File: src/rtl/nnp_pkg.sv
package nnp_pkg;

    // Score bytes that the parser recognizes.
    localparam logic [7:0] CH_SHARP = 8'h23;  // '#'
    localparam logic [7:0] CH_DOT   = 8'h2E;  // '.'
    localparam logic [7:0] CH_DASH  = 8'h2D;  // '-'
    localparam logic [7:0] CH_STAR  = 8'h2A;  // '*'
    localparam logic [7:0] CH_HIGH  = 8'h48;  // 'H'
    localparam logic [7:0] CH_LOW   = 8'h4C;  // 'L'
    localparam logic [7:0] CH_SPACE = 8'h20;  // ' '
    localparam logic [7:0] CH_EQUAL = 8'h3D;  // '='
    localparam logic [7:0] CH_WHOLE = 8'h4F;  // 'O'

    // Digits '0' to '7' share these upper five bits.
    localparam logic [4:0] DIGIT_HI = 5'b00110;

    localparam logic [7:0] SEMITONES = 8'd12;

    // Configuration register indexes.
    localparam logic [1:0] REG_OCTAVE_BASE = 2'd0;
    localparam logic [1:0] REG_KEY_OFFSET  = 2'd1;
    localparam logic [1:0] REG_QUARTER_MS  = 2'd2;

    localparam logic [2:0]  OCTAVE_BASE_RST = 3'd2;
    localparam logic [3:0]  KEY_OFFSET_RST  = 4'd0;
    localparam logic [15:0] QUARTER_MS_RST  = 16'd952;

    // Note phases of the back end.
    localparam logic [2:0] PH_IDLE  = 3'd0;
    localparam logic [2:0] PH_NOTE  = 3'd1;
    localparam logic [2:0] PH_SHARP = 3'd2;
    localparam logic [2:0] PH_DOT   = 3'd3;
    localparam logic [2:0] PH_HOLD  = 3'd4;

    // Result buffer; a power of two of at least two entries.
    localparam int OUT_DEPTH = 4;
    localparam int OUT_PTR_W = 2;
    localparam int OUT_CNT_W = 3;

    // One classified score column.
    typedef struct packed {
        logic        digit;
        logic        sharp;
        logic        dot;
        logic        dash;
        logic        last;
        logic [7:0]  tone;
        logic [15:0] beat;
    } t_item;

    // One emitted note.
    typedef struct packed {
        logic [7:0]  tone;
        logic [15:0] beat;
        logic [7:0]  holds;
        logic        last;
    } t_result;

    // Semitone step of a scale degree; degree zero is a rest.
    function automatic logic [3:0] step_of(input logic [2:0] degree);
        logic [3:0] s;
        case (degree)
            3'd0:    s = 4'd0;
            3'd1:    s = 4'd1;
            3'd2:    s = 4'd3;
            3'd3:    s = 4'd5;
            3'd4:    s = 4'd6;
            3'd5:    s = 4'd8;
            3'd6:    s = 4'd10;
            default: s = 4'd12;
        endcase
        return s;
    endfunction

    // Octave mark plus one, so that the low mark maps to zero.
    function automatic logic [2:0] mark_of(input logic [7:0] c);
        logic [2:0] m;
        case (c)
            CH_STAR: m = 3'd3;
            CH_DASH: m = 3'd2;
            CH_DOT:  m = 3'd1;
            CH_HIGH: m = 3'd4;
            CH_LOW:  m = 3'd0;
            default: m = 3'd2;
        endcase
        return m;
    endfunction

    // Duration mark as a right shift of the quarter length.
    function automatic logic [1:0] shift_of(input logic [7:0] c);
        logic [1:0] s;
        case (c)
            CH_SPACE: s = 2'd0;
            CH_DASH:  s = 2'd1;
            CH_EQUAL: s = 2'd2;
            CH_WHOLE: s = 2'd3;
            default:  s = 2'd2;
        endcase
        return s;
    endfunction

endpackage

File: src/rtl/nnp_front.sv
module nnp_front (
    input  logic                 i_clk,
    input  logic                 i_rst_n,
    input  logic                 i_cfg_we,
    input  logic [1:0]           i_cfg_index,
    input  logic [15:0]          i_cfg_data,
    input  logic                 i_valid,
    input  logic [7:0]           i_melody_char,
    input  logic [7:0]           i_octave_char,
    input  logic [7:0]           i_duration_char,
    input  logic                 i_end_of_tune,
    input  logic                 i_full,
    output logic                 o_stall,
    output logic                 o_push,
    output nnp_pkg::t_item       o_item,
    output logic [3:0]           o_key_offset
);
    import nnp_pkg::*;

    logic [2:0]  r_octave_base;
    logic [3:0]  r_key_offset;
    logic [15:0] r_quarter_ms;

    logic [3:0] step;
    logic [3:0] oct_sum;
    logic [7:0] tone_raw;

    // Configuration registers; unknown indexes are dropped.
    always_ff @(posedge i_clk) begin
        if (!i_rst_n) begin
            r_octave_base <= OCTAVE_BASE_RST;
            r_key_offset  <= KEY_OFFSET_RST;
            r_quarter_ms  <= QUARTER_MS_RST;
        end else if (i_cfg_we) begin
            case (i_cfg_index)
                REG_OCTAVE_BASE: r_octave_base <= i_cfg_data[2:0];
                REG_KEY_OFFSET:  r_key_offset  <= i_cfg_data[3:0];
                REG_QUARTER_MS:  r_quarter_ms  <= i_cfg_data;
                default: begin
                end
            endcase
        end
    end

    // Starting tone of a note: step plus twelve times the octave term, less twelve.
    always_comb begin
        step     = step_of(i_melody_char[2:0]);
        oct_sum  = {1'b0, r_octave_base} + {1'b0, mark_of(i_octave_char)};
        tone_raw = {4'b0000, step} + {1'b0, oct_sum, 3'b000}
                 + {2'b00, oct_sum, 2'b00} - SEMITONES;
    end

    // Classify the column for the back end.
    always_comb begin
        o_item.digit = (i_melody_char[7:3] == DIGIT_HI);
        o_item.sharp = (i_melody_char == CH_SHARP);
        o_item.dot   = (i_melody_char == CH_DOT);
        o_item.dash  = (i_melody_char == CH_DASH);
        o_item.last  = i_end_of_tune;
        o_item.tone  = (step != 4'd0) ? tone_raw : 8'd0;
        o_item.beat  = r_quarter_ms >> shift_of(i_duration_char);
    end

    assign o_push       = i_valid & ~i_full;
    assign o_stall      = i_full;
    assign o_key_offset = r_key_offset;

endmodule

File: src/rtl/nnp_queue.sv
module nnp_queue #(
    parameter int DEPTH = 4
) (
    input  logic           i_clk,
    input  logic           i_rst_n,
    input  logic           i_push,
    input  nnp_pkg::t_item i_item,
    input  logic           i_pop,
    output logic           o_full,
    output logic           o_valid,
    output nnp_pkg::t_item o_item
);
    import nnp_pkg::*;

    localparam int PTR_W = $clog2(DEPTH);
    localparam int CNT_W = $clog2(DEPTH + 1);

    t_item            r_mem [DEPTH];
    logic [PTR_W-1:0] r_wr_ptr;
    logic [PTR_W-1:0] r_rd_ptr;
    logic [CNT_W-1:0] r_count;

    logic do_push;
    logic do_pop;

    assign o_full  = (r_count == CNT_W'(DEPTH));
    assign o_valid = (r_count != '0);
    assign o_item  = r_mem[r_rd_ptr];
    assign do_push = i_push & ~o_full;
    assign do_pop  = i_pop & o_valid;

    // Entry storage.
    always_ff @(posedge i_clk) begin
        if (do_push) begin
            r_mem[r_wr_ptr] <= i_item;
        end
    end

    // Pointers and fill count.
    always_ff @(posedge i_clk) begin
        if (!i_rst_n) begin
            r_wr_ptr <= '0;
            r_rd_ptr <= '0;
            r_count  <= '0;
        end else begin
            if (do_push) begin
                r_wr_ptr <= (r_wr_ptr == PTR_W'(DEPTH - 1)) ? '0 : r_wr_ptr + 1'b1;
            end
            if (do_pop) begin
                r_rd_ptr <= (r_rd_ptr == PTR_W'(DEPTH - 1)) ? '0 : r_rd_ptr + 1'b1;
            end
            if (do_push && !do_pop) begin
                r_count <= r_count + 1'b1;
            end else if (do_pop && !do_push) begin
                r_count <= r_count - 1'b1;
            end
        end
    end

`ifndef SYNTHESIS
    a_count_bound: assert property (@(posedge i_clk) disable iff (!i_rst_n)
        r_count <= CNT_W'(DEPTH))
        else $error("queue count exceeds depth");
    a_empty_ptrs: assert property (@(posedge i_clk) disable iff (!i_rst_n)
        (r_count == '0) |-> (r_rd_ptr == r_wr_ptr))
        else $error("empty queue with unequal pointers");
`endif

endmodule

File: src/rtl/nnp_back.sv
module nnp_back (
    input  logic           i_clk,
    input  logic           i_rst_n,
    input  logic [3:0]     i_key_offset,
    input  logic           i_valid,
    input  nnp_pkg::t_item i_item,
    output logic           o_pop,
    input  logic           i_stall,
    output logic           o_valid,
    output logic [7:0]     o_tone_index,
    output logic [15:0]    o_beat_ms,
    output logic [7:0]     o_hold_count,
    output logic           o_final_note
);
    import nnp_pkg::*;

    logic [2:0]  r_phase;
    logic [7:0]  r_tone;
    logic [15:0] r_beat;
    logic [7:0]  r_holds;

    t_result          r_out [OUT_DEPTH];
    logic [OUT_PTR_W-1:0] r_wr_ptr;
    logic [OUT_PTR_W-1:0] r_rd_ptr;
    logic [OUT_CNT_W-1:0] r_out_count;

    logic [2:0]  n_phase;
    logic [7:0]  n_tone;
    logic [15:0] n_beat;
    logic [7:0]  n_holds;
    logic [16:0] dotted;
    logic        used;
    logic        emit0;
    logic        emit1;
    t_result     res0;
    t_result     res1;
    t_result     first;
    logic        out_pop;
    logic [1:0]  push_cnt;

    // Key offset applies to every sounding tone.
    function automatic logic [7:0] keyed(input logic [7:0] t, input logic [3:0] k);
        return (t != 8'd0) ? t + {4'b0000, k} : t;
    endfunction

    // Take a column only when two result slots are free.
    assign o_pop   = i_valid && (r_out_count <= OUT_CNT_W'(OUT_DEPTH - 2));
    assign out_pop = o_valid & ~i_stall;

    // Phase machine for one column.
    always_comb begin
        n_phase = r_phase;
        n_tone  = r_tone;
        n_beat  = r_beat;
        n_holds = r_holds;
        used    = 1'b0;
        emit0   = 1'b0;
        dotted  = {1'b0, r_beat} + {2'b00, r_beat[15:1]};
        res0    = '{tone: keyed(r_tone, i_key_offset), beat: r_beat,
                    holds: r_holds, last: 1'b0};
        if (r_phase != PH_IDLE) begin
            if (i_item.sharp && r_phase == PH_NOTE) begin
                n_tone  = r_tone + 1'b1;
                n_phase = PH_SHARP;
                used    = 1'b1;
            end else if (i_item.dot && (r_phase inside {PH_NOTE, PH_SHARP})) begin
                n_beat  = dotted[16] ? 16'hFFFF : dotted[15:0];
                n_phase = PH_DOT;
                used    = 1'b1;
            end else if (i_item.dash) begin
                n_holds = (r_holds != 8'hFF) ? r_holds + 1'b1 : r_holds;
                n_phase = PH_HOLD;
                used    = 1'b1;
            end else begin
                emit0   = 1'b1;
                n_phase = PH_IDLE;
            end
        end
        if (!used && i_item.digit) begin
            n_tone  = i_item.tone;
            n_beat  = i_item.beat;
            n_holds = 8'd0;
            n_phase = PH_NOTE;
        end
        emit1 = i_item.last && (n_phase != PH_IDLE);
        res1  = '{tone: keyed(n_tone, i_key_offset), beat: n_beat,
                  holds: n_holds, last: 1'b1};
        if (i_item.last) begin
            n_phase = PH_IDLE;
        end
        first    = emit0 ? res0 : res1;
        push_cnt = o_pop ? {1'b0, emit0} + {1'b0, emit1} : 2'd0;
    end

    // Pending note state.
    always_ff @(posedge i_clk) begin
        if (!i_rst_n) begin
            r_phase <= PH_IDLE;
            r_tone  <= '0;
            r_beat  <= '0;
            r_holds <= '0;
        end else if (o_pop) begin
            r_phase <= n_phase;
            r_tone  <= n_tone;
            r_beat  <= n_beat;
            r_holds <= n_holds;
        end
    end

    // Result buffer storage; up to two results enter per cycle.
    always_ff @(posedge i_clk) begin
        if (push_cnt != 2'd0) begin
            r_out[r_wr_ptr] <= first;
        end
        if (push_cnt == 2'd2) begin
            r_out[r_wr_ptr + 1'b1] <= res1;
        end
    end

    // Result buffer pointers and count.
    always_ff @(posedge i_clk) begin
        if (!i_rst_n) begin
            r_wr_ptr    <= '0;
            r_rd_ptr    <= '0;
            r_out_count <= '0;
        end else begin
            r_wr_ptr    <= r_wr_ptr + OUT_PTR_W'(push_cnt);
            r_rd_ptr    <= r_rd_ptr + OUT_PTR_W'(out_pop);
            r_out_count <= r_out_count + OUT_CNT_W'(push_cnt) - OUT_CNT_W'(out_pop);
        end
    end

    assign o_valid      = (r_out_count != '0);
    assign o_tone_index = r_out[r_rd_ptr].tone;
    assign o_beat_ms    = r_out[r_rd_ptr].beat;
    assign o_hold_count = r_out[r_rd_ptr].holds;
    assign o_final_note = r_out[r_rd_ptr].last;

`ifndef SYNTHESIS
    a_out_bound: assert property (@(posedge i_clk) disable iff (!i_rst_n)
        r_out_count <= OUT_CNT_W'(OUT_DEPTH))
        else $error("result buffer overflow");
    a_end_idle: assert property (@(posedge i_clk) disable iff (!i_rst_n)
        (o_pop && i_item.last) |=> (r_phase == PH_IDLE))
        else $error("phase not idle after end of tune");
`endif

endmodule

File: src/rtl/numbered_notation_note_parser.sv
// An accepted column enters the column queue; the back end pops it and writes its
// note words into the result buffer. Throughput: one column per cycle while the
// queue is not full; the back end takes a column only while the four-entry result
// buffer has two free slots; the output moves one word per cycle unless stalled.
// Reset (synchronous, active low) empties both queues, sets the phase to idle and
// loads octave_base 2, key_offset 0 and quarter_ms 952.
module numbered_notation_note_parser #(
    parameter int QUEUE_DEPTH = 4
) (
    input  logic        i_clk,
    input  logic        i_rst_n,
    input  logic        i_cfg_we,
    input  logic [1:0]  i_cfg_index,
    input  logic [15:0] i_cfg_data,
    input  logic        i_valid,
    output logic        o_stall,
    input  logic [7:0]  i_melody_char,
    input  logic [7:0]  i_octave_char,
    input  logic [7:0]  i_duration_char,
    input  logic        i_end_of_tune,
    output logic        o_valid,
    input  logic        i_stall,
    output logic [7:0]  o_tone_index,
    output logic [15:0] o_beat_ms,
    output logic [7:0]  o_hold_count,
    output logic        o_final_note
);
    import nnp_pkg::*;

    logic       push;
    logic       full;
    logic       q_valid;
    logic       pop;
    logic [3:0] key_offset;
    t_item      front_item;
    t_item      head_item;

    // Column classification and configuration.
    nnp_front u_front (
        .i_clk           (i_clk),
        .i_rst_n         (i_rst_n),
        .i_cfg_we        (i_cfg_we),
        .i_cfg_index     (i_cfg_index),
        .i_cfg_data      (i_cfg_data),
        .i_valid         (i_valid),
        .i_melody_char   (i_melody_char),
        .i_octave_char   (i_octave_char),
        .i_duration_char (i_duration_char),
        .i_end_of_tune   (i_end_of_tune),
        .i_full          (full),
        .o_stall         (o_stall),
        .o_push          (push),
        .o_item          (front_item),
        .o_key_offset    (key_offset)
    );

    // Column queue between the two halves.
    nnp_queue #(
        .DEPTH (QUEUE_DEPTH)
    ) u_queue (
        .i_clk   (i_clk),
        .i_rst_n (i_rst_n),
        .i_push  (push),
        .i_item  (front_item),
        .i_pop   (pop),
        .o_full  (full),
        .o_valid (q_valid),
        .o_item  (head_item)
    );

    // Note phase machine and result buffer.
    nnp_back u_back (
        .i_clk        (i_clk),
        .i_rst_n      (i_rst_n),
        .i_key_offset (key_offset),
        .i_valid      (q_valid),
        .i_item       (head_item),
        .o_pop        (pop),
        .i_stall      (i_stall),
        .o_valid      (o_valid),
        .o_tone_index (o_tone_index),
        .o_beat_ms    (o_beat_ms),
        .o_hold_count (o_hold_count),
        .o_final_note (o_final_note)
    );

endmodule

File: config.mk
export PLATFORM = sky130hd
export DESIGN_NAME = numbered_notation_note_parser
export DESIGN_NICKNAME = d
export VERILOG_FILES = /design/src/rtl/nnp_pkg.sv /design/src/rtl/nnp_front.sv /design/src/rtl/nnp_queue.sv /design/src/rtl/nnp_back.sv /design/src/rtl/numbered_notation_note_parser.sv
export SDC_FILE = /design/constraint.sdc
export NUM_CORES = 1
export LEC_CHECK = 0
export BUFFER_PORTS_ARGS = -buffer_cell sky130_fd_sc_hd__buf_2
export CAP_MARGIN = 20
export CORE_UTILIZATION = 45
export CTS_CLUSTER_DIAMETER = 200
export CTS_CLUSTER_SIZE = 16
export DETAILED_ROUTE_END_ITERATION = 8
export SYNTH_ARGS = -nofsm -noshare
export SYNTH_HDL_FRONTEND = slang
export SYNTH_HIERARCHICAL = 1
export SYNTH_SLANG_ARGS = --single-unit
File: constraint.sdc
create_clock -name i_clk -period 4.45 [get_ports i_clk]
set_input_delay 0.445 -clock i_clk [delete_from_list [all_inputs] [get_ports i_clk]]
set_output_delay 0.445 -clock i_clk [all_outputs]
set_load 0.05 [all_outputs]
; ---- Word level (Yosys, flattened, before mapping)
; Memory sizes are Yosys's and may differ from the RTL's. A register that Yosys moved wholly into a read port is not among the register bits.
; Cells that the tools add are included.
[word_totals]
ram_bits = 248
reg_bits = 72
output_inout_bits = 35
elab_cells = 142
in_bits = 48
mem_count = 2
[mem_list]
columns = name, words, word_bits, read_ports, rd_ports_with_merged_regs, write_ports, line_no
row1 = u_back.r_out, 4, 33, 1, 1, 2, nnp_back.sv:22  ; t_result r_out [OUT_DEPTH];
row2 = u_queue.r_mem, 4, 29, 1, 1, 1, nnp_queue.sv:18  ; t_item r_mem [DEPTH];
[op_classes]
n_reduce_logical = 25
shift = 1
n_lt_le_gt_ge = 1
bitwise = 6
eq_ne = 26
n_addsub = 19
muxes = 49
[op_table]
columns = op, count
row1 = $mux 8, 12
row2 = $mux 16, 5
row3 = $eq 8x6->1 const B, 7
row4 = $mux 33, 1
row5 = $pmux 4 s7, 1
row6 = $eq 8x7->1 const B, 3
row7 = $mux 3, 8
row8 = $add 16x15->17, 1
row9 = $add 8x1->8 const B, 2
row10 = $add 8x4->8, 2
row11 = $reduce_bool 8->1, 2
row12 = $shr 16x2->16, 1
row13 = $mux 1, 14
row14 = $eq 3x3->1 const B, 4
row15 = $mux 2, 6
row16 = $pmux 3 s4, 1
row17 = $reduce_bool 3->1, 4
row18 = $eq 3x2->1 const B, 3
row19 = $add 4x7->8, 1
row20 = $add 8x6->8, 1
row21 = $eq 2x2->1 const B, 4
row22 = $ne 8x8->1 const B, 1
row23 = $sub 8x4->8 const B, 1
row24 = $logic_and 1x1->1, 7
row25 = 22 further kinds, 35

; ---- Longest topological paths before layout
[logic_depth]
word_depth = 16
ltp_mapped = 19
ltp_nobuf = 16

; ---- By module
; The synthesis kept the hierarchy.
[modules_own_cells]
columns = module, instances, area_per_inst_um2, cells_each
row1 = nnp_back, 1, 10293.6, 979
row2 = nnp_queue, 1, 4669.5, 202
row3 = nnp_front, 1, 1813.0, 207

; ---- Worst setup path before layout
; No wires, ideal clock.
[synth_path]
path_kind = register to register
from = register (tool-made name)
to = memory u_back/r_out[0][10] (netlist name), enable pin
t_required_ns = 3.972
setup_ns = 0.478
t_arrival_ns = 4.004
slack_ns = -0.032
n_path_buf = 5
stages_incl_launch_ff = 15
path_cell_list = dfxtp_1 -> buf_4 -> mux4_2 -> nand2b_1 -> nor2_1 -> o21a_1 -> clkbuf_1 -> clkbuf_1 -> o31a_1 -> ha_1 -> o21ai_1 -> or3_1 -> clkbuf_1 -> clkbuf_1 -> nand2_1
[synth_rtl]
columns = item, line_no
row1 = "end, declared", nnp_back.sv:22

==> qor.yml <==
clocking:
  clock-sinks: 322
  cts_resizes: 0
  cts.path.max_buffers: 3
  tritoncts_clock_tree: "built"
  clock_tree.root_cell: "sky130_fd_sc_hd__clkbuf_16"
  cts_inserted_buffers: 24
  cts_post_setup_buffers_inserted: 0
  clock_pin_transition_on_the_worst_setup_and_hold_timing_paths_ns: 0.08
  worst_skew_pair_latency_ns: 0.54
  htreeDepth: 1
  quantity_of_hold_fixing_buffers_added_after_cts: 0
synth:
  post_synth_edffs: 244
  synthSimpleGateAreaFrac_pct: 11.2
  synthDistinctLibCells: 90
  compound_cell_area_share_of_the_yosys_netlist_pct: 14.1
  synth_top_area_share_pct: 43.7
  synthXorXnorAreaFrac_pct: 2.50
  flip_flop_and_latch_count_after_synthesis: 322
  asyncSetResetFlopFracSynth_pct: 0
  synth.cell_area_um2: 16800
  synth-seq-area-share_pct: 53.0
  syn-num-nets: 1495
  synth.mux.area_fraction_pct: 11.2
  post_synth_inst_count: 1388
  synth_adder_area_share_pct: 4.76
  yosysTopAreaCell: "sky130_fd_sc_hd__edfxtp_1"
  synth_area_leaders: "sky130_fd_sc_hd__edfxtp_1 44%, sky130_fd_sc_hd__dfxtp_1 9.3%, sky130_fd_sc_hd__mux4_2 8.2%"
  dominantRegCellSynth: "sky130_fd_sc_hd__edfxtp_1"
  synthesis.area_per_instance_um2: 12.1
  synthesis.yosys.warnings: 6
  combinational_family_with_the_most_area_after_synthesis: "compound AO/OA/AOI/OAI gates"
route:
  first_iter_violations: 912
  vias: 11200
  detailed_routing_iteration_count_for_the_pre_antenna_repair_pass: 5
  ant_nets: 0
  remaining_drc_errors: 0
  drt-vias-per-instance: 5.79
  routed_wirelength_um: 39500
  detail_route.wl_per_cell_um: 20.4
die:
  fp.dieW_um: 195
  die_y_um: 195
  ios: 83
  fp-row-count: 70
  placeableCoreArea_um2: 36600
  die-area_um2: 38100
  initial_core_util_pct: 45.8
placement:
  placement.io_buffers: 82
  numPlacedInstances: 1895
  place_area_um2: 17700
  pre_cts_ws_ns: 0.430
  gp_routability_congestion: 0.844
  dp_wirelength_um: 27600
layout:
  area_delta_synth_final_pct: 9.78
  final_layout_size_suffix_gt1_share_pct: 17.2
  num-fill-cells: 3308
  antenna_cells_inserted: 0
  layoutNonFillerInstCount: 1940
  postLayoutCellArea_um2: 18400
  layout.nets: 1561
  mostFrequentLayoutCells: "244 x sky130_fd_sc_hd__edfxtp_1, 165 x sky130_fd_sc_hd__nand2_1, 109 x sky130_fd_sc_hd__o21ai_0, 82 x sky130_fd_sc_hd__buf_2, 76 x sky130_fd_sc_hd__dfxtp_1"
  post-route-util_pct: 50.3
  most_common_cell_after_layout_fill_and_taps_aside: "sky130_fd_sc_hd__edfxtp_1"
power_and_ir_drop:
  peakVddDrop_mv: 0.271
  pwr-share-seq_pct: 37.8
  comb_power_share_pct: 43.3
  internal_pwr_total_mw: 6.46
  cell_leakage_power_nw: 6.63
  power_frac_clock_pct: 18.8
  netSwitchingPower_mw: 4.51
  total_power_mw: 11.0
  power-per-cell-area_nw_per_um2: 596
  power.switching_fraction_pct: 41.1
global_route:
  via_count_of_the_first_global_routing_pass: 10900
  grt_first_pass_wirelength_um: 61900
  grt_antenna_before_repair: 0
  grt_remaining_overflow: 0
  grt_max_degree: 55
  globalRouteTotalUtil_pct: 20.8
timing:
  setup_repair_after_global_routing_missed_its_margin: "no"
  fin_ws_ns: 0.465
  final.setup.tns_ns: 0
  actual_slew_at_the_worst_max_slew_pin_ns: 1.03
  maxClockFrequency_mhz: 251
  slew_headroom_pct: 30.3
  timing.final.hold_violations: 0
  fin_worst_hold_slack_ns: 0.124
  clock_skew_ns: 0.0196
  final-setup-viol-count: 0
  timing_max_transition_violations_final: 0
  final_min_period_over_clock_period_pct: 89.6
  final.min_clock_period_ns: 3.99
critical_path:
  cp_data_arrival_time_ns: 4.26
  worstPathMaxFanout: 10
  ws_path_type: "reg -> reg"
  crit_path_start_kind: "register"
  cp.required_ns: 4.73
  crit_path_end_kind: "register"
run:
  max_cap_violations: 0
min_path:
  hold_class: "in -> reg"
outcome:
  run_status: "completed"
-- cell families (layout without fill, tap and decap cells) --
family | after synthesis | in the layout
fa+ha+maj | 59 | 59
buf+inv | 122 | 206
compound gates | 348 | 348
simple gates | 382 | 382
flops | 322 | 322
xor+xnor | 47 | 47
mux | 108 | 108
-- sequential cells by signal, indices dropped and copies added, names as in the netlist, 3 cells and up, named ones only --
| name | count |
|---|---|
| u_back/r_beat | 16 |
| u_back/r_holds | 8 |
| u_back/r_out | 132 |
| u_back/r_out_count | 3 |
| u_back/r_phase | 3 |
| u_back/r_tone | 8 |
| u_front/o_key_offset | 4 |
| u_front/r_octave_base | 3 |
| u_front/r_quarter_ms | 16 |
| u_queue/r_count | 3 |
| u_queue/r_mem | 116 |
-- synth_stat cells, drive strengths merged (23+ instances only) --
master	count
a21boi	31
a21oi	43
a22o	38
and2	23
buf	27
clkbuf	61
dfxtp	78
edfxtp	244
ha	51
inv	33
mux2i	43
mux4	62
nand2	166
nor2	76
o21ai	113
xnor2	29
-- worst paths after layout --
check / slack, ns / depth (start not counted) / to / start
worst max-delay path: 0.46 / 13 / u_back/r_out[3][32] / register
worst min-delay path: 0.12 / 3 / u_front/r_quarter_ms[5] / i_cfg_data[5]
worst max register to register: 0.46 / 13 / u_back/r_out[3][32] / register
worst min register to register: 0.48 / 2 / u_front/r_quarter_ms[0] / u_front/r_quarter_ms[0]
-- power by group through the flow --
stage	Clock (mW)	Combinational [mW]	Sequential, mW
2_1_floorplan	0	3.66	3.99
3_3_place_gp	0	4.68	4.20
3_5_place_dp	0	4.74	4.22
4_1_cts	2.12	4.76	4.15
5_1_grt	2.22	5.18	4.21
6_report	2.07	4.75	4.15
-- critical path, cell delays in order (launching register included) --
cell and delay [ns]:
sky130_fd_sc_hd__dfxtp_2 0.45, sky130_fd_sc_hd__mux4_2 0.59, sky130_fd_sc_hd__nor2_1 0.22, sky130_fd_sc_hd__o211a_4 0.25, sky130_fd_sc_hd__or2_1 0.31, sky130_fd_sc_hd__o21ai_2 0.15, sky130_fd_sc_hd__ha_1 0.30, sky130_fd_sc_hd__a21o_1 0.11
sky130_fd_sc_hd__a21oi_1 0.09, sky130_fd_sc_hd__o21ba_2 0.21, sky130_fd_sc_hd__or4_4 0.42, sky130_fd_sc_hd__xor2_2 0.26, sky130_fd_sc_hd__a2bb2oi_2 0.24, sky130_fd_sc_hd__o22ai_1 0.11
-- layer usage --
metal | up-vias | share of wire (%) | global-route usage, %
li1 | 5367 | - | -
met2 | 312 | 47 | 34.6
met3 | 45 | 5.1 | 2.47
met1 | 5501 | 47 | 29.4
met4 | 0 | 1.5 | 3.79
met5 | - | 0 | 0
-- area by class of cell --
cell class | instances | area [µm²] | area share (%)
Timing Repair Buffer | 128 | 776 | 4.21
Sequential cell | 322 | 8890 | 48.3
Clock inverter | 1 | 16.3 | 0.0883
Clock buffer | 43 | 693 | 3.76
Multi-Input combinational cell | 944 | 7330 | 39.8
Tap cell | 468 | 586 | 3.18
Inverter | 34 | 128 | 0.693
(Power assumes the default switching activity.)
